## src/ppt_pkg.sv

```systemverilog
// Shared types, constants and register codes of the plane-to-plane point transform.
`default_nettype none

package ppt_pkg;

	// Field formats.
	localparam int COORD_WIDTH = 20;
	localparam int NORM_WIDTH  = 16;
	localparam int POINT_REG_W = 3 * COORD_WIDTH;
	localparam int NORM_REG_W  = 3 * NORM_WIDTH;

	// Configuration port.
	localparam int CFG_DATA_W = POINT_REG_W;
	localparam int CFG_IDX_W  = 2;

	// Internal widths: point minus plane point, axis components, dot product and 1+c.
	localparam int DIFF_W = COORD_WIDTH + 1;
	localparam int AXIS_W = 2 * NORM_WIDTH;
	localparam int DOT_W  = 2 * NORM_WIDTH + 2;
	// Normal products carry this many fraction bits.
	localparam int PROD_FRAC = 2 * NORM_WIDTH - 2;
	// Quotient bits kept before the quotient is clipped; beyond this the output saturates anyway.
	localparam int QUO_W = COORD_WIDTH + 5;

	// Queue depths.
	localparam int MID_DEPTH = 4;
	localparam int OUT_DEPTH = 2;

	// Register reset values: normals point along +z.
	localparam logic [NORM_REG_W-1:0] NORM_RESET = 48'h7FFF_0000_0000;

	// Register indexes.
	localparam logic [CFG_IDX_W-1:0] REG_SRC_POINT  = CFG_IDX_W'(0);
	localparam logic [CFG_IDX_W-1:0] REG_SRC_NORMAL = CFG_IDX_W'(1);
	localparam logic [CFG_IDX_W-1:0] REG_DST_POINT  = CFG_IDX_W'(2);
	localparam logic [CFG_IDX_W-1:0] REG_DST_NORMAL = CFG_IDX_W'(3);

	typedef logic signed [COORD_WIDTH-1:0] coord_t;

	typedef struct packed {
		coord_t in_x;
		coord_t in_y;
		coord_t in_z;
	} in_item_t;

	typedef struct packed {
		coord_t out_x;
		coord_t out_y;
		coord_t out_z;
		logic   saturated;
	} out_item_t;

	typedef logic [2:0][DIFF_W-1:0]      diff3_t;
	typedef logic [2:0][COORD_WIDTH-1:0] coord3_t;

	// Rotation terms derived from the two normals, plus the destination point.
	typedef struct packed {
		logic [2:0][AXIS_W-1:0] axis;
		logic [DOT_W-1:0]       dot;
		logic [DOT_W-1:0]       denom;
		logic                   zero_axis;
		logic                   denom_clip;
		coord3_t                dst;
	} xform_t;

endpackage

`default_nettype wire

```

## src/ppt_front.sv

```systemverilog
// Front part: accepts points, subtracts the source plane point and hands them to the queue.
`default_nettype none

module ppt_front (
	input  logic               clk,
	input  logic               arst_n,
	input  logic               push,
	output logic               full,
	input  ppt_pkg::in_item_t  in_item,
	input  logic               busy,
	input  ppt_pkg::coord3_t   src,
	input  logic               mq_full,
	output logic               mq_push,
	output ppt_pkg::diff3_t    mq_data
);
	import ppt_pkg::*;

	coord3_t pt;
	diff3_t  diff_s1;
	logic    vld_s1;
	logic    accept;

	assign pt[0] = in_item.in_x;
	assign pt[1] = in_item.in_y;
	assign pt[2] = in_item.in_z;

	// Stall while the derived terms settle or while the held point cannot move on.
	assign full    = busy || (vld_s1 && mq_full);
	assign accept  = push && !full;
	assign mq_push = vld_s1 && !mq_full;
	assign mq_data = diff_s1;

	always_ff @(posedge clk or negedge arst_n) begin
		if (!arst_n) begin
			vld_s1 <= 1'b0;
		end else if (accept) begin
			vld_s1 <= 1'b1;
		end else if (mq_push) begin
			vld_s1 <= 1'b0;
		end
	end

	// Offset from the source plane point, one bit wider than a coordinate.
	always_ff @(posedge clk) begin
		if (accept) begin
			for (int i = 0; i < 3; i++) begin
				diff_s1[i] <= DIFF_W'($signed(pt[i])) - DIFF_W'($signed(src[i]));
			end
		end
	end

endmodule

`default_nettype wire

```

## config.mk

```make
export PLATFORM = sky130hd
export DESIGN_NAME = ppt_front
export DESIGN_NICKNAME = d
export VERILOG_FILES = /design/src/ppt_pkg.sv /design/src/ppt_front.sv
export SDC_FILE = /design/constraint.sdc
export NUM_CORES = 1
export LEC_CHECK = 0
export BUFFER_PORTS_ARGS = -buffer_cell sky130_fd_sc_hd__buf_2
export CORE_MARGIN = 2
export CORE_UTILIZATION = 42
export CTS_CLUSTER_DIAMETER = 60
export CTS_CLUSTER_SIZE = 10
export DETAILED_ROUTE_END_ITERATION = 7
export GPL_TIMING_DRIVEN = 0
export PLACE_DENSITY = 0.67
export REMOVE_ABC_BUFFERS = 1
export SYNTH_ARGS = -nofsm -noshare
export SYNTH_HDL_FRONTEND = slang
export SYNTH_SLANG_ARGS = --single-unit
```

## constraint.sdc

```tcl
create_clock -name clk -period 7.4 [get_ports clk]
set_clock_uncertainty 0.15 [all_clocks]
set_input_delay 0.74 -clock clk [delete_from_list [all_inputs] [get_ports clk]]
set_output_delay 0.74 -clock clk [all_outputs]
set_load 0.005 [all_outputs]
```

# Yosys cells after proc, flatten, opt, wreduce, memory -nomap -nowiden
# Index checks and enable logic that the tools add are counted.
dict set report totals {
  latchBits 0
  regBits 64
  rom_bits 0
  output_inout_bits 65
  wordCells 16
  memories 0
  ramBits 0
  in_bits 125
}
dict set report op_classes {
  div_mod_pow 0
  n_mux 2
  n_addsub 3
  n_reduce_logical 7
  bitwise_logic 0
  multipliers 0
  order_cmp 0
  n_eq_ne 0
  n_shift 0
}
# operator n
set op_table {}
lappend op_table {{subtractor 20 x 20 -> 21 bit} 3}
lappend op_table {{logical AND 1 bit} 3}
lappend op_table {{zero test 1 bit} 2}
lappend op_table {{two-way mux 1 bit} 2}
lappend op_table {{nonzero test 2 bit} 1}
lappend op_table {{logical OR 1 bit} 1}

# Longest topological paths before layout
dict set report depth {
  word_depth 5
  depth_mapped 10
  ltp_nobuf 10
}

# Worst setup path after synthesis
# No wires, ideal clock.
dict set report synth_path {
  path_kind {input -> register}
  startpoint {input in_item[0] in the netlist's numbering}
  endpoint {register diff_s1, in the netlist mq_data[58] (data pin)}
  setup_ps 260
  path_buffers 0
  required_time_ps 6990
  arrival_time_ps 2630
  slack_ps 4360
  cell_stages 10
  cell_sequence {inv_1 -> ha_1 -> fa_1 -> nand2b_1 -> a21o_1 -> a211oi_1 -> a221o_1 -> a31o_4 -> a31oi_4 -> xnor2_1}
}
dict set report synth_via {
  elab_chain_cells 1
}
# item line
set synth_rtl {}
lappend synth_rtl {{from (decl)} ppt_front.sv:9} ;# input ppt_pkg::in_item_t in_item,
lappend synth_rtl {{subtractor 20 x 20 -> 21 bit} ppt_front.sv:47} ;# diff_s1[i] <= DIFF_W'($signed(pt[i])) - DIFF_W'($signed(src[i]));
lappend synth_rtl {{to (signal, indexed assignment)} ppt_front.sv:47}
lappend synth_rtl {{to (decl)} ppt_front.sv:19} ;# diff3_t diff_s1;
# No other way between the ends.
# A chain may end at the register's enable or synchronous reset.

# Final worst setup path
dict set report layout_path {
  startpoint {input src[40] in the netlist's numbering}
  endpoint {register diff_s1, in the netlist mq_data[62] (data pin)}
}
dict set report layout_via {
  elab_chain_cells 1
}
# item line
set layout_rtl {}
lappend layout_rtl {{from (decl)} ppt_front.sv:11} ;# input ppt_pkg::coord3_t src,
lappend layout_rtl {{subtractor 20 x 20 -> 21 bit} ppt_front.sv:47}
# No other way between the ends.

==> results.json <==
{
  "syn_avg_cell_area_um2": 9.55,
  "synth_edf_count": 63,
  "critPathCapture": "mq_data[62]",
  "ant_nets": 0,
  "crit_arrival_ns": 3.04,
  "cap_violations": 0,
  "dieArea_um2": 13200,
  "gp_congestion": 0.877,
  "drive_gt1_share_pct": 29.0,
  "portBuffers": 189,
  "initial_core_util_pct": 43.0,
  "fin_cells": 884,
  "core_um2": 12000,
  "antenna_cells": 0,
  "critPathMaxStageDelay_ns": 0.41,
  "swShare_pct": 27.6,
  "cp_cell_sequence": "buf_2, ha_1, fa_1, nand2b_1, a21o_1, a211oi_1, a221o_1, nand4_1, a31oi_1, o22ai_1",
  "wl_per_cell_um": 13.6,
  "tightestPinTransition_ns": 0.873,
  "r2r_cells": 2,
  "hold_buffers": 0,
  "antenna_found_initial": 1,
  "ys.flop_type": "edfxtp_1",
  "synth_top_area_share_pct": 36.8,
  "wirelength_mm": 12.1,
  "yosysWarnings": 0,
  "grt_use_total_pct": 18.4,
  "p_leak_nw": 3.26,
  "report.final.hold_viol_count": 0,
  "criticalPathCategory": "primary input to flip-flop",
  "p_sw_w": 0.000347,
  "slew_headroom_pct": 41.8,
  "viasPerCell": 5.14,
  "clkPwrFrac_pct": 36.1,
  "cts_resized": 0,
  "synth_area_um2": 5140,
  "dieHeight_um": 115,
  "first_pass_iters": 4,
  "finalSetupViolCount": 0,
  "rsz0062_at_grt": "false",
  "cp_slowest_cell": "fa_1",
  "route.vias.total": 4543,
  "reg2reg_slack_ns": 5.50,
  "numCtsBuffers": 9,
  "layout_min_cycle_time_ns": 3.13,
  "rows": 40,
  "place_inst": 868,
  "slew_viol_final": 0,
  "worstReg2RegEnd": "mq_data[61]",
  "fin_crit_sh_pct": 42.3,
  "pwr-share-seq_pct": 36.0,
  "holdWs_ns": 0.0221,
  "cts_buffer_depth": 2,
  "setup_tns_ns": 0,
  "ioPinCount": 190,
  "cts_root_buf": "clkbuf_16",
  "critPathCaptureType": "flip-flop",
  "fmax_ghz": 0.320,
  "post-route-util_pct": 54.9,
  "ys_ff_latch": 64,
  "die_w_um": 115,
  "drc": 0,
  "power_density_nw_per_um2": 192,
  "fin_nets": 920,
  "critPathLaunchType": "primary input",
  "startpoint": "src[40]",
  "hp-class": "primary input to asynchronous set/reset pin",
  "cts_tree": "built",
  "clk-insertion-delay-late_ns": 0.33,
  "cts_setup_buffers": 0,
  "synth_cell_types": 57,
  "async_flop_share_pct": 1.56,
  "critical_path.max_fanout": 3,
  "cts.sinks": 64,
  "cp.required_ns": 7.32,
  "pwr-share-comb_pct": 27.9,
  "drt_iter0_drc": 178,
  "area_growth_pct": 27.7,
  "grt_max_degree": 65,
  "yosysTopAreaCell": "edfxtp_1",
  "grt_pass1_wl_mm": 19.1,
  "crit_buf_inv": 1,
  "peakVddDrop_v": 0.0000798,
  "cp_top_family": "compound AO/OA/AOI/OAI gates",
  "final_cell_mix": "buf_2 (189), inv_1 (81), edfxtp_1 (63)",
  "gr-total-overflow": 0,
  "mostFrequentLayoutCell": "buf_2",
  "r2r_start": "vld_s1",
  "cts.reportedPaths.clkPinSlew_ns": 0.06,
  "htree_num_levels": 3,
  "netlist_top_cells_area": "edfxtp_1 (37%), ha_1 (15%), inv_1 (5.9%), xnor2_1 (4.8%), a21oi_1 (3.8%)",
  "path_depth": 10,
  "dpl.hpwl_mm": 9.84,
  "outcome": "finished clean",
  "syn_inst": 539,
  "yosysSeqAreaShare_pct": 37.3,
  "p_int_w": 0.000912,
  "grt_pass1_vias": 4289
}
==> metrics by stage <==
step	cell area [um2]	power [W]	worst slack, ns
floorplan	5120	0.000699	4.37
global placement	6250	0.000804	3.57
detailed placement	6250	0.000811	3.96
CTS	6570	0.00127	4.31
global route	6570	0.00133	4.07
finish	6570	0.00126	4.27
==> logic make-up (layout without fill, tap and decap cells) <==
group	Yosys count	count (layout)	share of synthesized area [%]
XOR/XNOR	43	43	7.32
buffers and inverters	88	286	6.42
AO/OA/AOI/OAI	154	154	20.5
AND/OR/NAND/NOR	125	125	12.4
flip-flops	64	64	37.3
adder cells (fa/ha/maj)	63	63	15.8
multiplexers	2	2	0.389
==> cell type report <==
cell class | instances | area (um2)
Inverter | 81 | 304
Sequential cell | 64 | 1920
Clock inverter | 6 | 82.6
Timing Repair Buffer | 189 | 946
Clock buffer | 10 | 239
Tap cell | 147 | 184
Fill cell | 1080 | 5390
Multi-Input combinational cell | 387 | 2900
==> synth_stat cells, drive strengths merged (2+ instances only) <==
cell type	count
mux2i	2
a221o	2
nor3	9
nand2	27
o21bai	4
nand3	5
xor2	15
a31oi	7
clkbuf	7
nand4	5
edfxtp	63
a21boi	3
nor4	2
o31a	4
nor2b	15
nand3b	2
and4	2
or2	6
a41oi	2
o2111ai	2
ha	60
a31o	3
o21ai	27
inv	81
fa	3
a211oi	8
or3	2
and2	4
o21a	6
o31ai	3
nand2b	9
o311ai	2
a32oi	2
xnor2	28
and3	6
nor2	30
a221oi	4
o211ai	4
a21oi	39
a21o	23
==> power by group through the flow <==
stage                     registers (W)  clock network [W]  logic (W)
after CTS                      0.000454           0.000467   0.000352
after global routing           0.000455           0.000481   0.000395
after floorplan                0.000466                  0   0.000234
after detailed placement       0.000461                  0   0.000350
final                          0.000453           0.000455   0.000351
after global placement         0.000462                  0   0.000342
==> flip-flops by register name, indices dropped and copies added (netlist names) <==
register  flops
mq_data      63
vld_s1        1
==> routing by layer <==
layer / vias up / share of wire [%] / GRT usage, %
met5: - / 0 / 0
met1: 2081 / 44 / 22.4
li1: 2331 / - / -
met2: 116 / 50 / 32.2
met3: 15 / 4.2 / 2.81
met4: 0 / 1.5 / 8.21
==> how the worst min path moves through the flow <==
stage / start / end / cells after the start
6_report: arst_n / vld_s1 / 1
4_1_cts: arst_n / vld_s1 / 1
5_1_grt: arst_n / vld_s1 / 1
2_1_floorplan: arst_n / vld_s1 / 0
3_3_place_gp: vld_s1 / vld_s1 / 1
3_5_place_dp: vld_s1 / vld_s1 / 1
No activity file was read; power rests on OpenSTA's default activity.
