===== src/ppt_fifo.sv =====
// Small register-based queue used between the front and back parts and at the output.
`default_nettype none

module ppt_fifo #(
	parameter int W     = 8,
	parameter int DEPTH = 2
) (
	input  logic         clk,
	input  logic         arst_n,
	input  logic         push,
	input  logic         pop,
	input  logic [W-1:0] wdata,
	output logic [W-1:0] rdata,
	output logic         full,
	output logic         empty
);
	localparam int PTR_W = $clog2(DEPTH);
	localparam int CNT_W = $clog2(DEPTH + 1);

	logic [W-1:0]     mem_q [DEPTH];
	logic [PTR_W-1:0] wr_ptr_q;
	logic [PTR_W-1:0] rd_ptr_q;
	logic [CNT_W-1:0] count_q;
	logic             do_push;
	logic             do_pop;

	assign full    = (count_q == CNT_W'(DEPTH));
	assign empty   = (count_q == '0);
	assign do_push = push && !full;
	assign do_pop  = pop && !empty;
	assign rdata   = mem_q[rd_ptr_q];

	// Pointers and fill count.
	always_ff @(posedge clk or negedge arst_n) begin
		if (!arst_n) begin
			wr_ptr_q <= '0;
			rd_ptr_q <= '0;
			count_q  <= '0;
		end else begin
			if (do_push) begin
				wr_ptr_q <= (wr_ptr_q == PTR_W'(DEPTH - 1)) ? '0 : wr_ptr_q + 1'b1;
			end
			if (do_pop) begin
				rd_ptr_q <= (rd_ptr_q == PTR_W'(DEPTH - 1)) ? '0 : rd_ptr_q + 1'b1;
			end
			if (do_push && !do_pop) begin
				count_q <= count_q + 1'b1;
			end else if (do_pop && !do_push) begin
				count_q <= count_q - 1'b1;
			end
		end
	end

	// Storage.
	always_ff @(posedge clk) begin
		if (do_push) begin
			mem_q[wr_ptr_q] <= wdata;
		end
	end

endmodule

`default_nettype wire


===== config.mk =====
export PLATFORM = sky130hd
export DESIGN_NAME = ppt_fifo
export DESIGN_NICKNAME = d
export VERILOG_FILES = /design/src/ppt_fifo.sv
export SDC_FILE = /design/constraint.sdc
export NUM_CORES = 1
export LEC_CHECK = 0
export BUFFER_PORTS_ARGS = -buffer_cell sky130_fd_sc_hd__buf_2
export CORE_MARGIN = 10
export CORE_UTILIZATION = 52
export CTS_CLUSTER_DIAMETER = 50
export DETAILED_ROUTE_END_ITERATION = 16
export GPL_TIMING_DRIVEN = 1
export PLACE_DENSITY = 0.83
export SYNTH_ARGS = -nofsm -noshare
export SYNTH_HDL_FRONTEND = slang
export SYNTH_SLANG_ARGS = --single-unit

===== constraint.sdc =====
create_clock -name clk -period 2.1 [get_ports clk]
set_input_delay 0.21 -clock clk [delete_from_list [all_inputs] [get_ports clk]]
set_output_delay 0.21 -clock clk [all_outputs]
set_load 0.005 [all_outputs]

After elaboration in Yosys (flattened, before gate mapping)
Memories as Yosys holds them, arrays and structs flattened. Index checks and enable logic that the tools add are counted.

Register bits: 4. RAM bits: 16. Output and inout port bits: 10. Logic and storage cells: 25. Memories: 1.

Add/subtract/negate cells: 4. Eq/ne operators: 1. Mux-type cells: 6. Reduce and logical (&&, ||, !) cells: 10.

Memories: mem_q (depth 2, bits a word 8, read ports 1, clocked after Yosys merged registers in 0, wr ports 1, RTL line 20) `logic [W-1:0] mem_q [DEPTH];`.

Operators with widths (number): logical AND 1 bit (4); logical NOT 1 bit (4); two-way mux 1 bit (4); two-way mux 2 bit (2); adder 1 bit (second input constant) (2); adder 2 x 1 -> 2 bit (second input constant) (1); == test 2 bit (second input constant) (1); logical NOT 2 bit (1); nonzero test 2 bit (1); subtractor 2 x 1 -> 2 bit (second input constant) (1).

Depth between registers and ports, before layout
Gate-level depths: netlist of the first run.

Depth after elaboration: 7. Mapped depth: 7. Mapped depth without buffers: 7.

Worst setup path after synthesis of the first run
OpenSTA, ideal clock, no wires.

Kind: reg2reg. From: reg count_q[0]. To: mem mem_q[0][0], enable pin. Data arrival time: 1.022 ns. Setup slack: 0.708 ns. Cell stages (with the launch flop): 4. Buffers on the path: 0. Period minus slack after synthesis: 1.392 ns. Cell sequence: dfrtp_1 -> nand2b_1 -> nand2_2 -> nor2_1.

Word-level cells in the longest chain between the ends: 5.

RTL lines: from (decl) (RTL line 23) `logic [CNT_W-1:0] count_q;`; from (signal assigned) (RTL line 47) `count_q <= count_q + 1'b1;`; from (signal assigned) (RTL line 49) `count_q <= count_q - 1'b1;`; == test 2 bit (RTL line 27) `assign full = (count_q == CNT_W'(DEPTH));`; logical NOT 1 bit (RTL line 29) `assign do_push = push && !full;`; logical AND 1 bit (RTL line 29); two-way mux 1 bit (RTL line 56) `if (do_push) begin`; two-way mux 1 bit (not written as such) (RTL line 57) `mem_q[wr_ptr_q] <= wdata;`; to (decl) (RTL line 20).

No other way between the ends.

Final worst setup path of the first run
From: reg rd_ptr_q. To: out rdata[7].

Word-level cells in the longest chain between the ends: 1.

RTL lines: from (decl) (RTL line 22) `logic [PTR_W-1:0] rd_ptr_q;`; from (signal assigned) (RTL line 44) `rd_ptr_q <= (rd_ptr_q == PTR_W'(DEPTH - 1)) ? '0 : rd_ptr_q + 1'b1;`; memory read (2 x 8 bit); to (decl) (RTL line 13) `output logic [W-1:0] rdata,`.

No other way between the ends.

==> results of run 1 <==
[kinds of logic after synthesis]
kind of cell / Yosys count / share of synthesized area, %
flops: 20 / 74.2
mux: 8 / 11.5
simple gates: 6 / 3.84
xor+xnor: 5 / 6.56
buf+inv: 3 / 1.60
compound gates: 1 / 0.639
fa+ha+maj: 1 / 1.60
[repair_timing]
item,CTS,global route
resized for setup,0,0
endpoints found under the hold margin,4,0
hold buffers,1,0
[power breakdown]
part           internal, mW  leakage, nW  switching [mW]  total [mW]
Sequential            0.554        0.195          0.0863       0.640
Clock                0.0738       0.0150           0.105       0.178
Combinational         0.211        0.188           0.170       0.381
Total                 0.839        0.399           0.361        1.20
[metrics by stage]
step	hold slack (ps)	util, %	instance area, sq um
3_3_place_gp	20.3	66.5	908
3_5_place_dp	21.2	66.5	908
4_1_cts	91.8	69.1	945
6_report	104	69.1	945
5_1_grt	85.5	69.1	945
2_1_floorplan	-85.6	-	782
[critical path, delay by kind of cell, from the launching register on]
family	cells	cell delay (ps)
mux	1	380
buf+inv	1	130
flops	1	590
[routing by layer]
layer  track usage [%]  vias to the layer above  part of all wire, %
met3              3.65                        2                  6.3
li1                  -                      212                    -
met1              6.79                      209                   35
met4              4.92                        0                  1.3
met2              15.2                       11                   57
met5                 0                        -                    0
[synthesized netlist by cell type]
cell type,n
o21ai_1,1
inv_1,2
edfxtp_1,16
xnor2_1,2
buf_2,1
xnor2_2,1
nand2b_1,1
xor2_1,2
ha_1,1
mux2_1,6
nand2_2,1
mux2_2,2
nor2_1,3
and3_1,1
dfrtp_1,4
[state kept, by name, indices dropped and copies added (netlist names)]
name,count
count_q,2
wr_ptr_q,1
rd_ptr_q,1
mem_q,16
[how the worst min path moves through the flow]
stage | to | slack [ps]
after CTS | mem_q[0][2] | 90
after floorplan | count_q[0] | -90
after global routing | mem_q[0][5] | 90
final | mem_q[0][2] | 100
after detailed placement | wr_ptr_q | 20
after global placement | rd_ptr_q | 20
[final cells by class]
class | instances | share of cell area, %
inverter | 2 | 0.795
multi-input combinational | 21 | 20.0
tap | 15 | 1.99
timing repair buffer | 23 | 13.0
clock buffer | 4 | 2.78
sequential | 20 | 61.5
==> metrics list, run 1 <==
* Initial antenna violation count: 0
- From left edge to right edge, the die measures slightly below 60 um.
* Synth-to-Final Area Change: 20.8%
* Path class of the lowest-slack min-delay path: in2reg
- Post-Place Cells: 80
* Sequence of cells on the critical path: mux2_2 > buf_2
- Syn nets: 57
- Global routing finished with a remaining overflow of 0.
* Root cell of the clock tree: clkbuf_4
- Routed wire length: 1.32 mm
* Clock tree skew after final layout: 1.02 ps
- TritonCTS Buffers: 3
* Library cell occupying the most area in the post-synthesis netlist: edfxtp_1
* Commonest non-fill, non-tap cells in the layout: buf_2, edfxtp_1, mux2_1, dfrtp_1
- Detailed placement finished with a half-perimeter wire length of approximately 1000 um.
- In this run, the number of DRC markers left after iteration 0 of detailed routing was 3.
- Measured along the y axis, the die boundary spans 58.8 um.
- Area enclosed by the die boundary: 3460 sq um
* Sort of element at the end of the critical path: output pin
* Data arrival at the endpoint of the critical path: ~1400 ps
- CTS tree: built
* Largest fanout on the critical path: 9
* Beginning of the worst register-to-register path: count_q[0]
* Vias after detailed routing: 434
- At the end of the flow, the number of nets in the layout was 84.
- Slowest CP cell: dfrtp_1
* Length of the first detailed-routing pass in iterations: 5
- Register bit total from synthesis: 20
* Ranking of synthesized cells by area: edfxtp_1, dfrtp_1, mux2_1, mux2_2, xnor2_1
- After detailed routing, the number of vias per cell comes to 5.11.
* Number of synthesis warnings: 0
* Worst reg2reg endpoint: count_q[1]
- The number of setup buffers added after CTS is 0.
- At the end of routability-driven placement, the weighted congestion stood at 0.671.
- CTS max path bufs: 2
- Cell Pwr Density: 1270 nW/um^2
* Worst setup path category: reg2out
* RSZ-0062 raised after global routing: false
- Initial cell density of the core: 57.2%
- The repair_antennas step left the layout with diodes totalling 0.
* Maximum capacitance violations: 0
* Cell Rows: 13
- DR WL/cell: 15.6 um
- GRT Resource Usage Total: 8.16%
- The via count of the first global-routing pass was 464.
* Latest clock arrival within the worst-skew pair: roughly 290 ps
- Total area of multi-input combinational cells: 189 sq um
- Pin slew with the least headroom to its limit: slightly below 400 ps
- Clock net sink count: 20
- Summed over its instances, the top area cell type makes up 61.4% of the synthesized netlist area.
- Clock-pin slew on the worst setup and hold paths: 100 ps
- Share of synthesized area occupied by flip-flops and latches: 74.2%
- Pre-CTS setup slack: 643 ps
* Number of routed nets with antenna violations: 0
- Following the worst setup path forward leads to its endpoint at rdata[7].
* Highest Clock Rate: 627 MHz
- Counting cells, the worst reg-to-reg path comes to 7.
* Core area: roughly 1400 sq um
- Delay of the slowest cell on the worst path: between 500 and 600 ps
- Leading cell type in the layout, fill and taps excluded: buf_2
* Final setup violation count: 0
- The analysis attributes to cell leakage a power of 0.399 nW.
- Leaving out filler cells and counting taps, the final layout contains between 80 and 90.
- Time the worst path needs with I/O delays and setup: 1590 ps
* Cell depth of the worst min-delay path: 1
- Crit path from: rd_ptr_q
- For flop-to-flop paths, the worst setup slack is 630 ps.
- Final count of pins violating max slew: 0
- In the synthesized netlist, the number of instances is 44.
- The first global-routing pass estimated ~2.1 mm of wire.
* Critical hold path startpoint: wdata[2]
- Cells with a size suffix above 1 make up 41.4% of the layout.
- Max-Slew Margin vs Limit: 74.2%
- Pin placement for this block handled 22 I/O pins.
* Aggregate negative setup slack: 0 ps
- Remaining routing DRC violations: 0
- Final Hold Fails: 0
- Slack of the critical path: 505 ps
- In this run the number of H-tree levels came out at 1.
- Average cell area after synthesis: 17.8 sq um
- Maximum resistive drop on vdd: 0.853 mV
* Worst Setup Start Kind: register
* Layout filler cell count: between 100 and 150
- Power comes to 1.20 mW.
- After synthesis, the netlist uses 15 different library cells.
* Final critical-path share of the clock period: about three quarters
- The run finished with clean final reports.
- FF+latch area: 581 sq um
- Data required time at the worst endpoint: 1890 ps
* Number of input and output port buffers inserted: 21
- Post-Synthesis Cell Area: 782 sq um
- Entering global routing, the biggest net connects 12 pins.
Power figures use the tool's default switching activity.
==> inputs of run 2 (changes only) <==
Settings changed: CORE_UTILIZATION 52 to 48, PLACE_DENSITY 0.83 to 0.77.
Clock period 2.1 ns to 1.5 ns, I/O delays scaled along.
==> run 2 against run 1 <==
Die area is 5.4% higher. Flip-flop and latch count stayed put. Global-route usage is 0.51 points lower. Critical path depth stayed put. Register-to-register slack worse by 500 ps. Sequential share of layout area is 0.99 points lower. Clock skew is 2.2 ps higher. Cell area is 1.9% higher. Combinational power is 50% higher. Largest power group unchanged. Worst hold slack worse by 57 ps. Worst setup slack worse by 420 ps. Critical endpoint is now rdata[2]. Sequential power is 39% higher.
==> metrics list, run 2 (synthesis gave the netlist of run 1 again) <==
- Number of input and output port buffers inserted: 21 (unchanged)
- The number of nets in the finished design is 86 (was 84).
- Initial cell density of the core: 51.3% (was 57.2%)
* Commonest non-fill, non-tap cells in the layout: buf_2, edfxtp_1, mux2_1 (was buf_2, edfxtp_1, mux2_1, dfrtp_1)
- The static power due to leakage is 0.407 nW (was 0.399 nW).
- First-pass GRT wire length: 2.02 mm (was 2.09 mm)
- Width of the die: 60.4 um (was 58.8 um)
* Vias after detailed routing: 436 (was 434)
* Data arrival at the endpoint of the critical path: 1270 ps (was 1380 ps)
- The number of antenna violations at the first check in global routing was 0 (unchanged).
- The layout overhead on the synthesized area is 23.0% (was 20.8%).
* Height of the die: 60.4 um (was 58.8 um)
- CTS max path bufs: 2 (unchanged)
- The count of standard-cell rows is 14 (was 13).
* Clock tree skew after final layout: 3.23 ps (was 1.02 ps)
- Worst Setup Start Kind: register (unchanged)
* RSZ-0062 raised after global routing: false (unchanged)
- Max-Slew Margin vs Limit: 74.7% (was 74.2%)
- I/O Pins: 22 (unchanged)
* Leading cell type in the layout, fill and taps excluded: buf_2 (unchanged)
- Largest fanout on the critical path: 9 (unchanged)
* Core area: 1520 sq um (was 1370 sq um)
- DR WL/cell: 15.0 um (was 15.6 um)
- The remaining design rule violation count is 0 (unchanged).
- Initial drt markers: 2 (was 3)
- The number of diodes added for antenna fixing is 0 (unchanged).
- The worst slack at placement came to 122 ps (was 643 ps).
- The total negative slack was 0 ps (unchanged).
- Final count of pins violating max slew: 0 (unchanged)
- The root buffer cell is clkbuf_4 (unchanged).
- The fraction of final layout cells with drive strength greater than 1 is 44.4% (was 41.4%).
- The via count of the first global-routing pass came to 440 (was 464).
* Max reg flops: 16 (unchanged)
- Pin slew with the least headroom to its limit: 379 ps (was 387 ps)
- Top reg by flops: mem_q (unchanged)
* Maximum capacitance violations: 0 (unchanged)
- Result of the run: finished clean (unchanged)
* CTS tree: built (unchanged)
- The weighted congestion at the end of routability-driven global placement came to 0.662 (was 0.671).
- Registers with the most flip-flops: mem_q: 16 flops, count_q: 2 flops (unchanged).
* Area enclosed by the die boundary: 3640 sq um (was 3460 sq um)
- The maximum number of pins on one net before global-route repair came to 12 (unchanged).
* Final Hold Fails: 0 (unchanged)
- GRT Resource Usage Total: 7.65% (was 8.16%)
- The utilization after layout was 63.1% (was 69.1%).
- The placed instance area came to 917 sq um (was 908 sq um).
- The worst path required time is 1350 ps (was 1890 ps).
- The summed area of non-filler cells in the final layout came to 962 sq um (was 945 sq um).
- Clock net sink count: 20 (unchanged)
* Maximum resistive drop on vdd: 1.09 mV (was 0.853 mV)
- The worst min-delay path class is in2reg (unchanged).
- Deepest level of the CTS H-tree: 1 (unchanged)
* Final setup violation count: 0 (unchanged)
- Sort of element at the end of the critical path: output pin (unchanged)
* Slack of the critical path: 82.9 ps (was 505 ps)
- The routed wire length was 1.32 mm (about the same).
- Via density: 4.95 (was 5.11)
- Worst Hold Slack: 47.0 ps (was 104 ps)
* Final critical-path share of the clock period: between 90% and 100%
- The power density over the cells came to 1770 nW/um^2 (was 1270 nW/um^2).
- GRT overflow: 0 (unchanged)
- The clock buffer count from CTS is 3 (unchanged).
- The insertion delay to the later sink of the worst-skew pair was 280 ps (was 290 ps).
- For this run, the top clock speed supported by timing is 706 MHz.
* Length of the first detailed-routing pass in iterations: 2 (was 5)
- The critical path class is reg2out (unchanged).
* Number of routed nets with antenna violations: 0 (unchanged)
- Time the worst path needs with I/O delays and setup: 1420 ps
- Clock-pin slew on the worst setup and hold paths: 100 ps (about the same)
==> run 2: cell count changes in the layout (fill, tap and decap cells not counted), sizes merged <==
cell and change:
buf +2
==> run 2: layer usage <==
layer / GRT usage (%) / wire, um
met5: 0 / 0
met4: 5.77 / 27
met3: 1.88 / 77
met2: 13.5 / 710
met1: 7.50 / 503
==> run 2: final timing paths <==
path,from,end,slack (ps),cells past startpoint
min,wdata[7],mem_q[1][7],50,1
max,rd_ptr_q,rdata[2],80,2
max reg2reg,count_q[0],count_q[1],130,6
max in group asynchronous,arst_n,rd_ptr_q,1160,2
min reg2reg,count_q[1],count_q[1],520,1
min in group asynchronous,arst_n,wr_ptr_q,200,2
==> run 2: timing repair <==
| action | in CTS | in global routing |
|---|---|---|
| pin swaps | 0 | 1 |
| resized for setup | 1 | 0 |
| endpoints found under the hold margin | 4 | 0 |
| hold buffers | 1 | 0 |
| setup endpoints to repair | 8 | 1 |
| setup buffers | 0 | 1 |
==> run 2: worst max-delay path, cell delays in order, from the launching register on <==
cell	delay, ps
dfrtp_2	500
mux2_2	360
buf_2	130
==> run 2: metrics by stage <==
stage / power (mW) / cells
2_1_floorplan: 1.23 / 44
3_3_place_gp: 1.45 / 82
3_5_place_dp: 1.47 / 82
4_1_cts: 1.73 / 87
5_1_grt: 1.83 / 88
6_report: 1.70 / 88
==> run 2: area by class of cell <==
class / instances / area, sq um
Multi-Input combinational cell: 21 / 189
Clock buffer: 4 / 26.3
Sequential cell: 20 / 582
Fill cell: 129 / 562
Tap cell: 16 / 20.0
Inverter: 2 / 7.51
Timing Repair Buffer: 25 / 138
==> run 2: report_power, final <==
part	internal (mW)	switching, mW	leakage (nW)
Sequential	0.779	0.108	0.194
Clock	0.103	0.142	0.0150
Combinational	0.323	0.249	0.198
